**config.mk**
```make
export PLATFORM = sky130hd
export DESIGN_NAME = msb_first_bit_field_buffer_unit
export DESIGN_NICKNAME = d
export VERILOG_FILES = /design/src/rtl/core/bfb_pkg.sv /design/src/rtl/core/bfb_bank.sv /design/src/rtl/core/bfb_ctrl.sv /design/src/rtl/core/bfb_merge.sv /design/src/rtl/core/msb_first_bit_field_buffer_unit.sv
export SDC_FILE = /design/constraint.sdc
export NUM_CORES = 2
export LEC_CHECK = 0
export BUFFER_PORTS_ARGS = -buffer_cell sky130_fd_sc_hd__clkbuf_2
export CORE_ASPECT_RATIO = 1.25
export CORE_MARGIN = 2
export CORE_UTILIZATION = 50
export CTS_BUF_LIST = sky130_fd_sc_hd__clkbuf_16
export CTS_CLUSTER_DIAMETER = 200
export DETAILED_ROUTE_END_ITERATION = 10
export PLACE_DENSITY = 0.72
export SETUP_SLACK_MARGIN = 0.2
export SLEW_MARGIN = 25
export SYNTH_ARGS = -nofsm -noshare
export SYNTH_HDL_FRONTEND = slang
export SYNTH_SLANG_ARGS = --single-unit
export TNS_END_PERCENT = 10
```
**constraint.sdc**
```tcl
create_clock -name clk -period 5.7 [get_ports clk]
set_input_delay 0.285 -clock clk [delete_from_list [all_inputs] [get_ports clk]]
set_output_delay 0.285 -clock clk [all_outputs]
set_load 0.02 [all_outputs]
```
**src/rtl/core/bfb_pkg.sv**
```systemverilog
// Shared constants, codes and stage control type of the MSB-first bit field buffer.
// No dependencies; the design and checker files refer to it by scoped names, the bench imports it.
package bfb_pkg;

  // Sizes
  localparam int STORE_BYTES_DEF = 256;
  localparam int MAX_FIELD_BITS  = 32;
  localparam int WORD_BITS       = 32;
  localparam int POS_W           = 12;
  localparam int POS_LIMIT       = 1 << POS_W;
  localparam int CAP_RESET_DEF   = 2048;
  localparam int CFG_W           = 12;
  localparam int CFG_IDX_W       = 1;
  localparam int FW_W            = 6;
  localparam int OFF_W           = 5;
  localparam int STATUS_W        = 3;

  // Commands
  localparam logic [1:0] CMD_PUT     = 2'd0;
  localparam logic [1:0] CMD_GET     = 2'd1;
  localparam logic [1:0] CMD_SEEK    = 2'd2;
  localparam logic [1:0] CMD_RESTART = 2'd3;

  // Status codes
  localparam logic [STATUS_W-1:0] ST_OK        = 3'd0;
  localparam logic [STATUS_W-1:0] ST_UNDERRUN  = 3'd1;
  localparam logic [STATUS_W-1:0] ST_OVERFLOW  = 3'd2;
  localparam logic [STATUS_W-1:0] ST_BAD_WIDTH = 3'd3;
  localparam logic [STATUS_W-1:0] ST_SEEK_PAST = 3'd4;

  // Configuration register indexes
  localparam logic [CFG_IDX_W-1:0] REG_AUTO_EXPAND = 1'b0;
  localparam logic [CFG_IDX_W-1:0] REG_CAPACITY    = 1'b1;

  // Control carried from the decode stage to the merge stage
  typedef struct packed {
    logic                valid;
    logic                put_ok;
    logic                get_ok;
    logic                w0_odd;
    logic [OFF_W-1:0]    off;
    logic [OFF_W-1:0]    rshift;
    logic [STATUS_W-1:0] status;
    logic [POS_W-1:0]    cursor;
    logic [POS_W-1:0]    window_end;
  } s2_ctrl_t;

endpackage

```
**src/rtl/core/bfb_bank.sv**
```systemverilog
// One bank of the bit store: 32-bit words, one write and one registered read a cycle.
// Depends on bfb_pkg for the word width.
module bfb_bank #(
  parameter int DEPTH = bfb_pkg::STORE_BYTES_DEF / 8,
  parameter int AW    = 5
) (
  input  logic                         clk,
  input  logic                         we,
  input  logic [AW-1:0]                waddr,
  input  logic [bfb_pkg::WORD_BITS-1:0] wdata,
  input  logic [AW-1:0]                raddr,
  output logic [bfb_pkg::WORD_BITS-1:0] rdata
);

  logic [bfb_pkg::WORD_BITS-1:0] mem [DEPTH];

  // Write and read the word array
  always_ff @(posedge clk) begin
    if (we) begin
      mem[waddr] <= wdata;
    end
    rdata <= mem[raddr];
  end

endmodule

```
**src/rtl/core/bfb_ctrl.sv**
```systemverilog
// Input register, configuration registers, cursor/window state and command decode.
// Depends on bfb_pkg; feeds read rows to the banks and stage control to bfb_merge.
module bfb_ctrl #(
  parameter int STORE_BYTES = bfb_pkg::STORE_BYTES_DEF,
  parameter int ROW_AW      = 5
) (
  input  logic                            clk,
  input  logic                            rst,
  input  logic                            accept,
  input  logic [1:0]                      cmd,
  input  logic [bfb_pkg::FW_W-1:0]        field_width,
  input  logic [bfb_pkg::WORD_BITS-1:0]   field_value,
  input  logic [bfb_pkg::POS_W-1:0]       seek_target,
  input  logic                            cfg_write,
  input  logic [bfb_pkg::CFG_IDX_W-1:0]   cfg_index,
  input  logic [bfb_pkg::CFG_W-1:0]       cfg_data,
  output logic [ROW_AW-1:0]               rd_row_even,
  output logic [ROW_AW-1:0]               rd_row_odd,
  output bfb_pkg::s2_ctrl_t               s2,
  output logic [ROW_AW-1:0]               s2_row_even,
  output logic [ROW_AW-1:0]               s2_row_odd,
  output logic [2*bfb_pkg::WORD_BITS-1:0] s2_data,
  output logic [2*bfb_pkg::WORD_BITS-1:0] s2_mask
);

  localparam int STORE_BITS = STORE_BYTES * 8;
  localparam int STORE_CAP  = (STORE_BITS < bfb_pkg::POS_LIMIT) ? STORE_BITS
                                                               : bfb_pkg::POS_LIMIT;
  localparam int CAP_RESET  = (STORE_CAP < bfb_pkg::CAP_RESET_DEF) ? STORE_CAP
                                                                  : bfb_pkg::CAP_RESET_DEF;
  localparam int PW  = bfb_pkg::POS_W;
  localparam int WAW = bfb_pkg::POS_W - bfb_pkg::OFF_W;
  localparam int WB  = bfb_pkg::WORD_BITS;

  // Input register
  logic                     in_valid;
  logic [1:0]               in_cmd;
  logic [bfb_pkg::FW_W-1:0] in_width;
  logic [WB-1:0]            in_value;
  logic [PW-1:0]            in_target;

  // Configuration and window state
  logic          auto_expand;
  logic [PW-1:0] capacity_bits;
  logic [PW-1:0] cursor, cursor_next;
  logic [PW-1:0] window_end, window_end_next;

  // Decode
  logic                         width_ok;
  logic [PW:0]                  need;
  logic [PW:0]                  eff_cap;
  logic                         past_end;
  logic                         expand_ok;
  logic [bfb_pkg::STATUS_W-1:0] status_c;
  logic                         put_ok, get_ok;
  logic [WAW-1:0]               w0;
  logic [WAW-1:0]               row_even_w;
  logic [bfb_pkg::OFF_W-1:0]    rshift;
  logic [WB-1:0]                lj_value, lj_mask;

  // Check width, end and capacity
  always_comb begin
    width_ok  = (in_width != '0) &&
                (in_width <= bfb_pkg::FW_W'(bfb_pkg::MAX_FIELD_BITS));
    need      = {1'b0, cursor} + (PW+1)'(in_width);
    eff_cap   = ({1'b0, capacity_bits} < (PW+1)'(STORE_CAP)) ? {1'b0, capacity_bits}
                                                            : (PW+1)'(STORE_CAP);
    past_end  = need > {1'b0, window_end};
    expand_ok = auto_expand && (need <= eff_cap);
  end

  // Decide the command's effect on cursor and window end
  always_comb begin
    cursor_next     = cursor;
    window_end_next = window_end;
    status_c        = bfb_pkg::ST_OK;
    put_ok          = 1'b0;
    get_ok          = 1'b0;
    if (in_valid) begin
      case (in_cmd)
        bfb_pkg::CMD_PUT: begin
          if (!width_ok) begin
            status_c = bfb_pkg::ST_BAD_WIDTH;
          end else if (past_end && !expand_ok) begin
            status_c = bfb_pkg::ST_OVERFLOW;
          end else begin
            put_ok      = 1'b1;
            cursor_next = need[PW-1:0];
            if (past_end) begin
              window_end_next = need[PW-1:0];
            end
          end
        end
        bfb_pkg::CMD_GET: begin
          if (!width_ok) begin
            status_c = bfb_pkg::ST_BAD_WIDTH;
          end else if (past_end) begin
            status_c = bfb_pkg::ST_UNDERRUN;
          end else begin
            get_ok      = 1'b1;
            cursor_next = need[PW-1:0];
          end
        end
        bfb_pkg::CMD_SEEK: begin
          if (in_target > window_end) begin
            status_c = bfb_pkg::ST_SEEK_PAST;
          end else begin
            cursor_next = in_target;
          end
        end
        bfb_pkg::CMD_RESTART: begin
          cursor_next     = '0;
          window_end_next = auto_expand ? '0 : eff_cap[PW-1:0];
        end
        default: begin
          status_c = bfb_pkg::ST_OK;
        end
      endcase
    end
  end

  // Address the two words under the cursor and align the field
  always_comb begin
    w0          = cursor[PW-1:bfb_pkg::OFF_W];
    row_even_w  = WAW'(w0[WAW-1:1]) + WAW'(w0[0]);
    rd_row_odd  = ROW_AW'(w0[WAW-1:1]);
    rd_row_even = ROW_AW'(row_even_w);
    rshift      = bfb_pkg::OFF_W'(bfb_pkg::FW_W'(WB) - in_width);
    lj_value    = in_value << rshift;
    lj_mask     = {WB{1'b1}} << rshift;
  end

  // Capture items, update state, hand control to the merge stage
  always_ff @(posedge clk) begin
    if (rst) begin
      in_valid      <= 1'b0;
      auto_expand   <= 1'b0;
      capacity_bits <= PW'(bfb_pkg::CAP_RESET_DEF);
      cursor        <= '0;
      window_end    <= PW'(CAP_RESET);
      s2            <= '0;
    end else begin
      in_valid   <= accept;
      cursor     <= cursor_next;
      window_end <= window_end_next;
      if (cfg_write) begin
        case (cfg_index)
          bfb_pkg::REG_AUTO_EXPAND: auto_expand   <= cfg_data[0];
          bfb_pkg::REG_CAPACITY:    capacity_bits <= cfg_data;
          default:                  auto_expand   <= auto_expand;
        endcase
      end
      s2.valid      <= in_valid;
      s2.put_ok     <= put_ok;
      s2.get_ok     <= get_ok;
      s2.w0_odd     <= w0[0];
      s2.off        <= cursor[bfb_pkg::OFF_W-1:0];
      s2.rshift     <= rshift;
      s2.status     <= status_c;
      s2.cursor     <= cursor_next;
      s2.window_end <= window_end_next;
    end
  end

  // Item payload and field alignment, no reset needed
  always_ff @(posedge clk) begin
    if (accept) begin
      in_cmd    <= cmd;
      in_width  <= field_width;
      in_value  <= field_value;
      in_target <= seek_target;
    end
    s2_row_even <= rd_row_even;
    s2_row_odd  <= rd_row_odd;
    s2_data     <= {lj_value, {WB{1'b0}}} >> cursor[bfb_pkg::OFF_W-1:0];
    s2_mask     <= {lj_mask, {WB{1'b0}}} >> cursor[bfb_pkg::OFF_W-1:0];
  end

endmodule

```
**src/rtl/core/bfb_merge.sv**
```systemverilog
// Merge stage: bypass of the last write, field insert/extract, bank writes, result register.
// Also runs the clearing sweep after reset. Depends on bfb_pkg.
module bfb_merge #(
  parameter int BANK_DEPTH = bfb_pkg::STORE_BYTES_DEF / 8,
  parameter int ROW_AW     = 5
) (
  input  logic                            clk,
  input  logic                            rst,
  input  bfb_pkg::s2_ctrl_t               s2,
  input  logic [ROW_AW-1:0]               row_even,
  input  logic [ROW_AW-1:0]               row_odd,
  input  logic [2*bfb_pkg::WORD_BITS-1:0] fdata,
  input  logic [2*bfb_pkg::WORD_BITS-1:0] fmask,
  input  logic [bfb_pkg::WORD_BITS-1:0]   rdata_even,
  input  logic [bfb_pkg::WORD_BITS-1:0]   rdata_odd,
  output logic                            we_even,
  output logic                            we_odd,
  output logic [ROW_AW-1:0]               waddr_even,
  output logic [ROW_AW-1:0]               waddr_odd,
  output logic [bfb_pkg::WORD_BITS-1:0]   wdata_even,
  output logic [bfb_pkg::WORD_BITS-1:0]   wdata_odd,
  output logic                            clearing,
  output logic                            done,
  output logic [bfb_pkg::WORD_BITS-1:0]   read_value,
  output logic [bfb_pkg::STATUS_W-1:0]    status,
  output logic [bfb_pkg::POS_W-1:0]       cursor_position,
  output logic [bfb_pkg::POS_W-1:0]       bits_left,
  output logic [bfb_pkg::POS_W-1:0]       window_length
);

  localparam int WB = bfb_pkg::WORD_BITS;

  logic [ROW_AW-1:0] clear_row;

  // Last item write per bank, for a read sampled on the same edge
  logic              fwd_even_valid, fwd_odd_valid;
  logic [ROW_AW-1:0] fwd_even_row, fwd_odd_row;
  logic [WB-1:0]     fwd_even_data, fwd_odd_data;

  logic [WB-1:0]   even_old, odd_old;
  logic [2*WB-1:0] win, win_new, rd_shift;
  logic [WB-1:0]   rd_field;
  logic [WB-1:0]   new_even, new_odd, mask_even, mask_odd;
  logic            itm_we_even, itm_we_odd;

  // Pick current words, bypassing the write of the previous edge
  always_comb begin
    even_old = (fwd_even_valid && (fwd_even_row == row_even)) ? fwd_even_data : rdata_even;
    odd_old  = (fwd_odd_valid && (fwd_odd_row == row_odd)) ? fwd_odd_data : rdata_odd;
    win      = s2.w0_odd ? {odd_old, even_old} : {even_old, odd_old};
  end

  // Insert the field for a put, extract it for a get
  always_comb begin
    win_new   = (win & ~fmask) | (fdata & fmask);
    new_even  = s2.w0_odd ? win_new[WB-1:0] : win_new[2*WB-1:WB];
    new_odd   = s2.w0_odd ? win_new[2*WB-1:WB] : win_new[WB-1:0];
    mask_even = s2.w0_odd ? fmask[WB-1:0] : fmask[2*WB-1:WB];
    mask_odd  = s2.w0_odd ? fmask[2*WB-1:WB] : fmask[WB-1:0];
    itm_we_even = s2.valid && s2.put_ok && (mask_even != '0);
    itm_we_odd  = s2.valid && s2.put_ok && (mask_odd != '0);
    rd_shift  = win << s2.off;
    rd_field  = rd_shift[2*WB-1:WB] >> s2.rshift;
  end

  // Drive the bank write ports, zeros while clearing
  always_comb begin
    we_even    = clearing || itm_we_even;
    we_odd     = clearing || itm_we_odd;
    waddr_even = clearing ? clear_row : row_even;
    waddr_odd  = clearing ? clear_row : row_odd;
    wdata_even = clearing ? '0 : new_even;
    wdata_odd  = clearing ? '0 : new_odd;
  end

  // Sweep every row once after reset
  always_ff @(posedge clk) begin
    if (rst) begin
      clearing  <= 1'b1;
      clear_row <= '0;
    end else if (clearing) begin
      if (clear_row == ROW_AW'(BANK_DEPTH - 1)) begin
        clearing <= 1'b0;
      end else begin
        clear_row <= clear_row + 1'b1;
      end
    end
  end

  // Hold the write of this edge for the bypass, and the result strobe
  always_ff @(posedge clk) begin
    if (rst) begin
      fwd_even_valid <= 1'b0;
      fwd_odd_valid  <= 1'b0;
      done           <= 1'b0;
    end else begin
      fwd_even_valid <= itm_we_even;
      fwd_odd_valid  <= itm_we_odd;
      done           <= s2.valid;
    end
  end

  // Result payload and bypass data
  always_ff @(posedge clk) begin
    fwd_even_row    <= row_even;
    fwd_odd_row     <= row_odd;
    fwd_even_data   <= new_even;
    fwd_odd_data    <= new_odd;
    read_value      <= s2.get_ok ? rd_field : '0;
    status          <= s2.status;
    cursor_position <= s2.cursor;
    bits_left       <= s2.window_end - s2.cursor;
    window_length   <= s2.window_end;
  end

endmodule

```
**src/rtl/core/msb_first_bit_field_buffer_unit.sv**
```systemverilog
// Top level of the MSB-first bit field buffer: decode, two word banks, merge stage.
// Depends on bfb_pkg, bfb_ctrl, bfb_bank and bfb_merge.
//
//   channel   handshake            payload
//   -------   ------------------   ----------------------------------------------
//   command   start / busy         cmd, field_width, field_value, seek_target
//   result    done (one cycle)     read_value, status, cursor_position,
//                                  bits_left, window_length
//   config    cfg_write            cfg_index, cfg_data
//
// One item is taken every cycle while busy is low; its result strobes done after
// the input register, decode with bank read and merge with bank write.
// A put/get covers two adjacent 32-bit words, one per bank, so one item needs
// a single read and at most a single write on each bank port.
// After rst, busy stays high while every row of both banks is swept to zero;
// configuration writes are taken throughout.
// The result side has no back-pressure: done is never held off.
module msb_first_bit_field_buffer_unit #(
  parameter int STORE_BYTES = bfb_pkg::STORE_BYTES_DEF
) (
  input  logic                          clk,
  input  logic                          rst,
  input  logic                          start,
  output logic                          busy,
  input  logic [1:0]                    cmd,
  input  logic [bfb_pkg::FW_W-1:0]      field_width,
  input  logic [bfb_pkg::WORD_BITS-1:0] field_value,
  input  logic [bfb_pkg::POS_W-1:0]     seek_target,
  output logic                          done,
  output logic [bfb_pkg::WORD_BITS-1:0] read_value,
  output logic [bfb_pkg::STATUS_W-1:0]  status,
  output logic [bfb_pkg::POS_W-1:0]     cursor_position,
  output logic [bfb_pkg::POS_W-1:0]     bits_left,
  output logic [bfb_pkg::POS_W-1:0]     window_length,
  input  logic                          cfg_write,
  input  logic [bfb_pkg::CFG_IDX_W-1:0] cfg_index,
  input  logic [bfb_pkg::CFG_W-1:0]     cfg_data
);

  localparam int BANK_DEPTH = (STORE_BYTES + 7) / 8;
  localparam int ROW_AW     = (BANK_DEPTH > 1) ? $clog2(BANK_DEPTH) : 1;
  localparam int WB         = bfb_pkg::WORD_BITS;

  logic                accept;
  logic [ROW_AW-1:0]   rd_row_even, rd_row_odd;
  bfb_pkg::s2_ctrl_t   s2;
  logic [ROW_AW-1:0]   s2_row_even, s2_row_odd;
  logic [2*WB-1:0]     s2_data, s2_mask;
  logic [WB-1:0]       rdata_even, rdata_odd;
  logic                we_even, we_odd;
  logic [ROW_AW-1:0]   waddr_even, waddr_odd;
  logic [WB-1:0]       wdata_even, wdata_odd;
  logic                clearing;

  // Take an item whenever the banks are not being cleared
  assign busy   = clearing;
  assign accept = start && !busy;

  bfb_ctrl #(
    .STORE_BYTES (STORE_BYTES),
    .ROW_AW      (ROW_AW)
  ) u_ctrl (
    .clk         (clk),
    .rst         (rst),
    .accept      (accept),
    .cmd         (cmd),
    .field_width (field_width),
    .field_value (field_value),
    .seek_target (seek_target),
    .cfg_write   (cfg_write),
    .cfg_index   (cfg_index),
    .cfg_data    (cfg_data),
    .rd_row_even (rd_row_even),
    .rd_row_odd  (rd_row_odd),
    .s2          (s2),
    .s2_row_even (s2_row_even),
    .s2_row_odd  (s2_row_odd),
    .s2_data     (s2_data),
    .s2_mask     (s2_mask)
  );

  bfb_bank #(
    .DEPTH (BANK_DEPTH),
    .AW    (ROW_AW)
  ) u_bank_even (
    .clk   (clk),
    .we    (we_even),
    .waddr (waddr_even),
    .wdata (wdata_even),
    .raddr (rd_row_even),
    .rdata (rdata_even)
  );

  bfb_bank #(
    .DEPTH (BANK_DEPTH),
    .AW    (ROW_AW)
  ) u_bank_odd (
    .clk   (clk),
    .we    (we_odd),
    .waddr (waddr_odd),
    .wdata (wdata_odd),
    .raddr (rd_row_odd),
    .rdata (rdata_odd)
  );

  bfb_merge #(
    .BANK_DEPTH (BANK_DEPTH),
    .ROW_AW     (ROW_AW)
  ) u_merge (
    .clk             (clk),
    .rst             (rst),
    .s2              (s2),
    .row_even        (s2_row_even),
    .row_odd         (s2_row_odd),
    .fdata           (s2_data),
    .fmask           (s2_mask),
    .rdata_even      (rdata_even),
    .rdata_odd       (rdata_odd),
    .we_even         (we_even),
    .we_odd          (we_odd),
    .waddr_even      (waddr_even),
    .waddr_odd       (waddr_odd),
    .wdata_even      (wdata_even),
    .wdata_odd       (wdata_odd),
    .clearing        (clearing),
    .done            (done),
    .read_value      (read_value),
    .status          (status),
    .cursor_position (cursor_position),
    .bits_left       (bits_left),
    .window_length   (window_length)
  );

endmodule

```
# Yosys cells after proc, flatten, opt, wreduce, memory -nomap -nowiden
# Memory sizes are Yosys's and may differ from the RTL's. A register that Yosys moved wholly into a read port is not among the register bits.
# Cells that the tools add are included.
dict set report totals {
  ram_bits 2048
  n_memories 2
  output_inout_bits 73
  regBits 411
  inputBits 69
  elab_cells 136
}
dict set report classes {
  n_mux 38
  n_lt_le_gt_ge 5
  bitwise_logic 10
  shift 6
  n_eq_ne 11
  addsub 5
  n_reduce_logical 24
}
# name words width read_ports rd_clocked_by_memory_dff write_ports line
set mem_list {}
lappend mem_list {u_bank_even.mem 32 32 1 1 1 bfb_bank.sv:15} ;# logic [bfb_pkg::WORD_BITS-1:0] mem [DEPTH];
lappend mem_list {u_bank_odd.mem 32 32 1 1 1 bfb_bank.sv:15}
# cell count
set op_table {}
lappend op_table {{$mux 32} 8}
lappend op_table {{$mux 12} 11}
lappend op_table {{$and 64x64->64} 2}
lappend op_table {{$shr 64x5->64} 2}
lappend op_table {{$mux 64} 1}
lappend op_table {{$not 64->64} 1}
lappend op_table {{$or 64x64->64} 1}
lappend op_table {{$reduce_bool 32->1} 2}
lappend op_table {{$shl 64x5->64} 1}
lappend op_table {{$pmux 12 s4} 1}
lappend op_table {{$shl 32x5->32} 1}
lappend op_table {{$shl 32x5->32 const A} 1}
lappend op_table {{$shr 32x5->32} 1}
lappend op_table {{$pmux 12 s2} 1}
lappend op_table {{$add 12x6->13} 1}
lappend op_table {{$gt 13x12->1} 1}
lappend op_table {{$le 13x13->1} 1}
lappend op_table {{$gt 12x12->1} 1}
lappend op_table {{$lt 12x12->1 const B} 1}
lappend op_table {{$sub 12x12->12} 1}
lappend op_table {{$eq 5x5->1} 2}
lappend op_table {{$mux 5} 2}
lappend op_table {{$logic_and 1x1->1} 9}
lappend op_table {{$mux 1} 9}
lappend op_table {{other kinds (21)} 37}

# Longest topological paths before layout
dict set report depth {
  depth_word 10
  ltp_mapped 22
  ltp_nobuf 20
}

# Cells and area by module
# From an unflattened synthesis, not the netlist that was laid out.
dict set report hier_totals {
  cells_unflattened 8483
  hier_area_um2 112500.4
}
# mod cells_each area_per_inst_um2 seq_area_each_um2 instances
set by_module_without_submodules {}
lappend by_module_without_submodules {{bfb_bank (u_bank_even)} 2260 40492.6 31390.1 1}
lappend by_module_without_submodules {{bfb_bank (u_bank_odd)} 2260 40485.1 31390.1 1}
lappend by_module_without_submodules {bfb_merge 2253 16264.3 3083.0 1}
lappend by_module_without_submodules {bfb_ctrl 1709 15244.6 5405.2 1}
lappend by_module_without_submodules {msb_first_bit_field_buffer_unit 1 13.8 0.0 1}

# Worst setup path after synthesis
# OpenSTA, ideal clock, no wires.
dict set report synth_path {
  kind {register to register}
  start {reg u_ctrl.s2[37] (netlist name)}
  end {mem u_bank_odd.mem[19][0] (netlist name) (enable)}
  n_path_buf 7
  synth_period_minus_slack_ps 4703
  setup_time_ps 421
  setup_slack_ps 997
  stages_incl_launch_ff 14
  arrival_ps 4282
  required_ps 5279
  path_cell_list {dfxtp_1 > clkbuf_1 > clkbuf_1 > clkbuf_1 > buf_2 > clkbuf_1 > clkbuf_1 > nor3_1 > a211oi_1 > nor2b_1 > a22oi_1 > or2_2 > clkbuf_1 > nor2_1}
}
dict set report synth_between {
  elab_chain_cells 6
}
# element line
set synth_rtl {}
lappend synth_rtl {{$mux 32} bfb_merge.sv:59} ;# mask_odd = s2.w0_odd ? fmask[2*WB-1:WB] : fmask[WB-1:0];
lappend synth_rtl {{$reduce_bool 32->1} bfb_merge.sv:61} ;# itm_we_odd = s2.valid && s2.put_ok && (mask_odd != '0);
lappend synth_rtl {{$logic_and 1x1->1} bfb_merge.sv:61}
lappend synth_rtl {{$logic_or 1x1->1} bfb_merge.sv:69} ;# we_odd = clearing || itm_we_odd;
lappend synth_rtl {{$mux 1} bfb_bank.sv:19} ;# if (we) begin
lappend synth_rtl {{$mux 1 (implied by the code)} bfb_bank.sv:20} ;# mem[waddr] <= wdata;
lappend synth_rtl {{end: declaration} bfb_bank.sv:15}
# Every way passes these cells.

# Final worst setup path
dict set report layout_path {
  start {reg u_ctrl.s2_row_even[0]}
  end {reg u_merge.read_value[3] (netlist name)}
}
dict set report layout_between {
  elab_chain_cells 6
}
# element line
set layout_rtl {}
lappend layout_rtl {{start: declaration} bfb_ctrl.sv:20} ;# output logic [ROW_AW-1:0] s2_row_even,
lappend layout_rtl {{start signal: assignment} bfb_ctrl.sv:173} ;# s2_row_even <= rd_row_even;
lappend layout_rtl {{$eq 5x5->1} bfb_merge.sv:48} ;# even_old = (fwd_even_valid && (fwd_even_row == row_even)) ? fwd_even_data : rdata_even;
lappend layout_rtl {{$logic_and 1x1->1} bfb_merge.sv:48}
lappend layout_rtl {{$mux 32} bfb_merge.sv:48}
lappend layout_rtl {{$mux 64} bfb_merge.sv:50} ;# win = s2.w0_odd ? {odd_old, even_old} : {even_old, odd_old};
lappend layout_rtl {{$shl 64x5->64} bfb_merge.sv:62} ;# rd_shift = win << s2.off;
lappend layout_rtl {{$shr 32x5->32} bfb_merge.sv:63} ;# rd_field = rd_shift[2*WB-1:WB] >> s2.rshift;
lappend layout_rtl {{end signal: assignment} bfb_merge.sv:109} ;# read_value <= s2.get_ok ? rd_field : '0;
lappend layout_rtl {{end: declaration} bfb_merge.sv:24} ;# output logic [bfb_pkg::WORD_BITS-1:0] read_value,
# Every way passes these cells.
# A chain may end at the register's enable or synchronous reset.

==> report_table.html <==
<table>
<tr><th>Metric</th><th>Value</th></tr>
<tr><th colspan="2">Status</th></tr>
<tr><td>Status</td><td>finished, final reports clean</td></tr>
<tr><th colspan="2">Clock network</th></tr>
<tr><td>Post-CTS Repair Setup Buffers</td><td>0</td></tr>
<tr><td>Total clock buffers created by CTS</td><td>234</td></tr>
<tr><td>Sinks on the clock net</td><td>2505</td></tr>
<tr><td>H-tree depth</td><td>4</td></tr>
<tr><td>Largest buffer count on any clock path</td><td>4</td></tr>
<tr><td>CTS Root Buffer Type</td><td>sky130_fd_sc_hd__clkbuf_16</td></tr>
<tr><td>Clock-pin slew reported for the worst setup and hold paths after clock tree synthesis</td><td>0.07 ns</td></tr>
<tr><td>Clock tree from TritonCTS</td><td>yes</td></tr>
<tr><td>Clock network latency to the later pin of the worst-skew pair</td><td>0.93 ns</td></tr>
<tr><th colspan="2">Logic synthesis</th></tr>
<tr><td>Area share of the largest cell type after synthesis</td><td>58.1%</td></tr>
<tr><td>Main combinational cell family by area after synthesis</td><td>multiplexers</td></tr>
<tr><td>Synth Area in Adders</td><td>0.795%</td></tr>
<tr><td>Cell area after synthesis</td><td>109000 um^2</td></tr>
<tr><td>Number of warnings issued by yosys</td><td>0</td></tr>
<tr><td>Register bit total from synthesis</td><td>2505</td></tr>
<tr><td>Number of enable-type register cells in the synthesized netlist</td><td>2100</td></tr>
<tr><td>Share of the synthesized netlist area taken by xor and xnor gates</td><td>0.384%</td></tr>
<tr><td>Post-synth ARST share</td><td>0%</td></tr>
<tr><td>Synth Instances</td><td>7145</td></tr>
<tr><td>Proportion of synthesized chip area in sequential cells</td><td>65.5%</td></tr>
<tr><td>Synth cell types</td><td>110</td></tr>
<tr><td>Post-synthesis mux area share</td><td>15.7%</td></tr>
<tr><td>Most used standard cell by instance count after synthesis</td><td>sky130_fd_sc_hd__edfxtp_1</td></tr>
<tr><td>Prevailing post-synth register cell</td><td>sky130_fd_sc_hd__edfxtp_1</td></tr>
<tr><td>Area share of and/or/nand/nor cells after synthesis</td><td>6.52%</td></tr>
<tr><td>Synthesized area per cell</td><td>15.2 um^2</td></tr>
<tr><td>Most numerous cell types in the synthesized netlist</td><td>sky130_fd_sc_hd__edfxtp_1 (2100), sky130_fd_sc_hd__mux4_2 (577), sky130_fd_sc_hd__nand2_1 (548)</td></tr>
<tr><td>Syn_nets</td><td>7281</td></tr>
<tr><td>Cell type contributing the most total cell area after synthesis</td><td>sky130_fd_sc_hd__edfxtp_1</td></tr>
<tr><td>Fraction of the mapped netlist area in compound gates</td><td>9.02%</td></tr>
<tr><td>Dominant cells by area after synthesis</td><td>sky130_fd_sc_hd__edfxtp_1 (58%), sky130_fd_sc_hd__mux4_2 (12%), sky130_fd_sc_hd__dfxtp_1 (7.5%)</td></tr>
<tr><th colspan="2">Timing</th></tr>
<tr><td>Setup repair after global routing missed its margin</td><td>true</td></tr>
<tr><td>Final critical-path share of the clock period</td><td>95.4%</td></tr>
<tr><td>Setup total negative slack</td><td>0 ns</td></tr>
<tr><td>Finish-stage setup viols</td><td>0</td></tr>
<tr><td>Maximum clock frequency</td><td>0.184 GHz</td></tr>
<tr><td>Slew Limit Headroom</td><td>22.0%</td></tr>
<tr><td>Worst clock skew on the final layout</td><td>0.0790 ns</td></tr>
<tr><td>Number of endpoints with negative hold slack in the final report</td><td>0</td></tr>
<tr><td>Worst hold margin</td><td>0.0569 ns</td></tr>
<tr><td>Final critical path time including I/O delays and setup</td><td>5.44 ns</td></tr>
<tr><td>Transition at the pin with the smallest max-transition slack</td><td>1.16 ns</td></tr>
<tr><td>Final max-slew violation count</td><td>0</td></tr>
<tr><th colspan="2">Flow run</th></tr>
<tr><td>Max-Cap Viols</td><td>0</td></tr>
<tr><th colspan="2">Critical path</th></tr>
<tr><td>Most used cell along the critical path</td><td>sky130_fd_sc_hd__buf_4</td></tr>
<tr><td>Sequence of cells on the critical path</td><td>xnor2_1 -&gt; and4_2 -&gt; buf_12 -&gt; a21oi_1 -&gt; a21oi_1 -&gt; a2111oi_0 -&gt; buf_4 -&gt; a41oi_1 -&gt; buf_4 -&gt; mux2i_1 -&gt; o31ai_1 -&gt; nor3_2 -&gt; buf_4 -&gt; a211oi_1 -&gt; o32ai_1 -&gt; or3_1</td></tr>
<tr><td>Required time of the critical path</td><td>6.50 ns</td></tr>
<tr><td>Type of element launching the critical path</td><td>flip-flop</td></tr>
<tr><td>Crit path max fanout</td><td>26</td></tr>
<tr><td>Count of buffer and inverter cells on the critical path</td><td>4</td></tr>
<tr><td>Crit. End Element</td><td>flip-flop</td></tr>
<tr><td>Slowest Stage Delay on Critical Path</td><td>0.69 ns</td></tr>
<tr><td>Start-to-end type of the worst setup path</td><td>flip-flop to flip-flop</td></tr>
<tr><td>Dominant delay contributor by cell family on the critical path</td><td>compound AO/OA/AOI/OAI gates</td></tr>
<tr><td>Critical-path cell with the highest stage delay</td><td>sky130_fd_sc_hd__a21oi_1</td></tr>
<tr><td>Data arrival at the endpoint of the critical path</td><td>6.24 ns</td></tr>
<tr><th colspan="2">Placement</th></tr>
<tr><td>Port Buffers</td><td>141</td></tr>
<tr><td>Dpl hpwl</td><td>249 mm</td></tr>
<tr><td>Final weighted congestion of routability-driven global placement</td><td>1.06</td></tr>
<tr><th colspan="2">Drt</th></tr>
<tr><td>Number of search-and-repair iterations in the first detailed-routing pass</td><td>6</td></tr>
<tr><td>DRC violations left</td><td>0</td></tr>
<tr><td>Total wirelength of the detailed-routed design</td><td>380 mm</td></tr>
<tr><td>Average wire per cell in the routed design</td><td>35.5 um</td></tr>
<tr><td>Antenna-violating nets left</td><td>0</td></tr>
<tr><td>Vias</td><td>71.4k</td></tr>
<tr><td>Detailed router's first-iteration violation count</td><td>9809</td></tr>
<tr><td>Post-DR vias/cell</td><td>6.68</td></tr>
<tr><th colspan="2">Global route</th></tr>
<tr><td>First-pass GRT wire length</td><td>533 mm</td></tr>
<tr><td>Initial antenna violation count</td><td>21</td></tr>
<tr><td>Overall overflow remaining after global route</td><td>0</td></tr>
<tr><td>Total Routing Usage GR</td><td>34.1%</td></tr>
<tr><td>Number of global-route vias before repair</td><td>70.3k</td></tr>
<tr><td>Maximum number of pins on one net before global-route repair</td><td>129</td></tr>
<tr><th colspan="2">Floorplan</th></tr>
<tr><td>Row cnt</td><td>191</td></tr>
<tr><td>Number of top-level design ports</td><td>142</td></tr>
<tr><td>Area of the die</td><td>221000 um^2</td></tr>
<tr><td>Starting utilization of the core area</td><td>50.2%</td></tr>
<tr><td>Die boundary width</td><td>421 um</td></tr>
<tr><td>Vertical extent of the die</td><td>525 um</td></tr>
<tr><td>CORE AREA</td><td>216000 um^2</td></tr>
<tr><th colspan="2">Pwr</th></tr>
<tr><td>Total power consumption of the routed design</td><td>37.1 mW</td></tr>
<tr><td>Largest vdd supply drop</td><td>0.406 mV</td></tr>
<tr><td>Relative contribution of combinational cells to total power</td><td>5.0%</td></tr>
<tr><td>Power share of the sequential group</td><td>54.1%</td></tr>
<tr><td>Reported net switching power</td><td>8.31 mW</td></tr>
<tr><td>Cell internal power dissipation</td><td>28.7 mW</td></tr>
<tr><td>P_leak</td><td>43.3 nW</td></tr>
<tr><td>PwrDens</td><td>298 nW/um^2</td></tr>
<tr><td>Clock power frac</td><td>40.8%</td></tr>
<tr><td>Sw frac</td><td>22.4%</td></tr>
<tr><th colspan="2">Min path</th></tr>
<tr><td>Tightest Hold Check Type</td><td>primary input to flip-flop</td></tr>
<tr><th colspan="2">Finish</th></tr>
<tr><td>Area delta synth-&gt;final</td><td>14.4%</td></tr>
<tr><td>Layout cell share with drive strength beyond 1</td><td>23.1%</td></tr>
<tr><td>Net count of the finished layout</td><td>7741</td></tr>
</table>
## cell usage in the layout (no fill, tap or decap), drive strengths merged, types with 34 or more instances in the layout
master and count:
edfxtp 2100, mux4 577, nand2 550, nor2 460, buf 455, dfxtp 405, clkbuf 378, o21ai 349
mux2i 341, a21oi 240, inv 143, clkinv 113, o22ai 111, nor2b 98, dlygate4sd3 91, nand3 87
o211ai 78, a211oi 72, o221ai 71, nand2b 67, nor3 67, a22oi 65, ha 65, mux2 62
a31oi 49, a21o 40, o31a 40, o31ai 36, nor4 35, and2 34
## area by class of cell
type,instances,area (um^2)
Fill cell,16400,92100
Sequential cell,2505,71200
Timing Repair Buffer,687,5480
Clock inverter,191,1360
Tap cell,2895,3620
Clock buffer,237,5930
Inverter,95,359
Multi-Input combinational cell,4082,36200
Antenna cell,7,17.5
## worst paths after layout
check	endpoint	depth (start not counted)	slack, ns	start
max	u_merge.read_value[3]	16	0.26	u_ctrl.s2_row_even[0]
min	u_merge.done	2	0.06	rst
max reg2reg	u_merge.read_value[3]	16	0.26	u_ctrl.s2_row_even[0]
min reg2reg	u_merge.status[0]	0	0.33	u_ctrl.s2[24]
## power by group through the flow
| stage | sequential, mW | combinational [mW] | clock, mW |
|---|---|---|---|
| 6_report | 20.1 | 1.87 | 15.1 |
| 4_1_cts | 20.0 | 1.79 | 15.3 |
| 3_3_place_gp | 20.4 | 1.73 | 0 |
| 2_1_floorplan | 20.3 | 0.814 | 0 |
| 3_5_place_dp | 20.4 | 1.74 | 0 |
| 5_1_grt | 20.1 | 1.90 | 15.9 |
## registers in the layout (all words and copies together) (netlist names), 6 cells and up
name                     cells
u_ctrl.in_value             32
u_merge.read_value          32
u_ctrl.s2                   18
u_merge.window_length       12
u_bank_odd.mem            1024
u_merge.cursor_position     12
u_ctrl.in_target            12
u_bank_even.mem           1024
u_ctrl.cursor               12
u_ctrl.in_width              6
u_merge.fwd_even_data       32
u_ctrl.capacity_bits        12
u_merge.fwd_odd_data        32
u_bank_odd.rdata            32
u_ctrl.s2_mask              63
u_merge.bits_left           12
u_bank_even.rdata           32
u_ctrl.window_end           12
u_ctrl.s2_data              63
## worst reg2reg max path, stage by stage, from the launching register on
cell	delay, ns
sky130_fd_sc_hd__dfxtp_1	0.33
sky130_fd_sc_hd__xnor2_1	0.26
sky130_fd_sc_hd__and4_2	0.63
sky130_fd_sc_hd__buf_12	0.26
sky130_fd_sc_hd__a21oi_1	0.29
sky130_fd_sc_hd__a21oi_1	0.69
sky130_fd_sc_hd__a2111oi_0	0.30
sky130_fd_sc_hd__buf_4	0.23
sky130_fd_sc_hd__a41oi_1	0.26
sky130_fd_sc_hd__buf_4	0.17
sky130_fd_sc_hd__mux2i_1	0.06
sky130_fd_sc_hd__o31ai_1	0.42
sky130_fd_sc_hd__nor3_2	0.06
sky130_fd_sc_hd__buf_4	0.15
sky130_fd_sc_hd__a211oi_1	0.68
sky130_fd_sc_hd__o32ai_1	0.18
sky130_fd_sc_hd__or3_1	0.38
## cells by family (layout without fill, tap and decap cells)
kind of cell	count (synthesis)	in the layout
simple gates	1543	1543
buf+inv	558	1210
other cells	0	7
flops	2505	2505
fa+ha+maj	68	68
mux	980	980
compound gates	1446	1446
xor+xnor	45	45
## what timing repair did
action	in CTS	in global routing
resized for setup	0	2
hold buffers	91	0
hold endpoints to repair	65	0
setup endpoints to repair	0	11
## per-layer routing
layer  part of all wire, %  GRT usage, %
met5                 0.016             0
met4                   7.1          20.2
met3                   9.3          6.74
met2                    47          54.0
met1                    36          43.5
## stage by stage
step	area [um^2]	setup slack (ns)	std cells	util (%)
2_1_floorplan	109000	0.997	7145	-
3_3_place_gp	116000	0.507	10200	53.5
3_5_place_dp	116000	0.490	10200	53.6
4_1_cts	124000	0.461	10700	57.4
5_1_grt	124000	0.165	10700	57.4
6_report	124000	0.262	10700	57.4
Power figures use the tool's default switching activity.
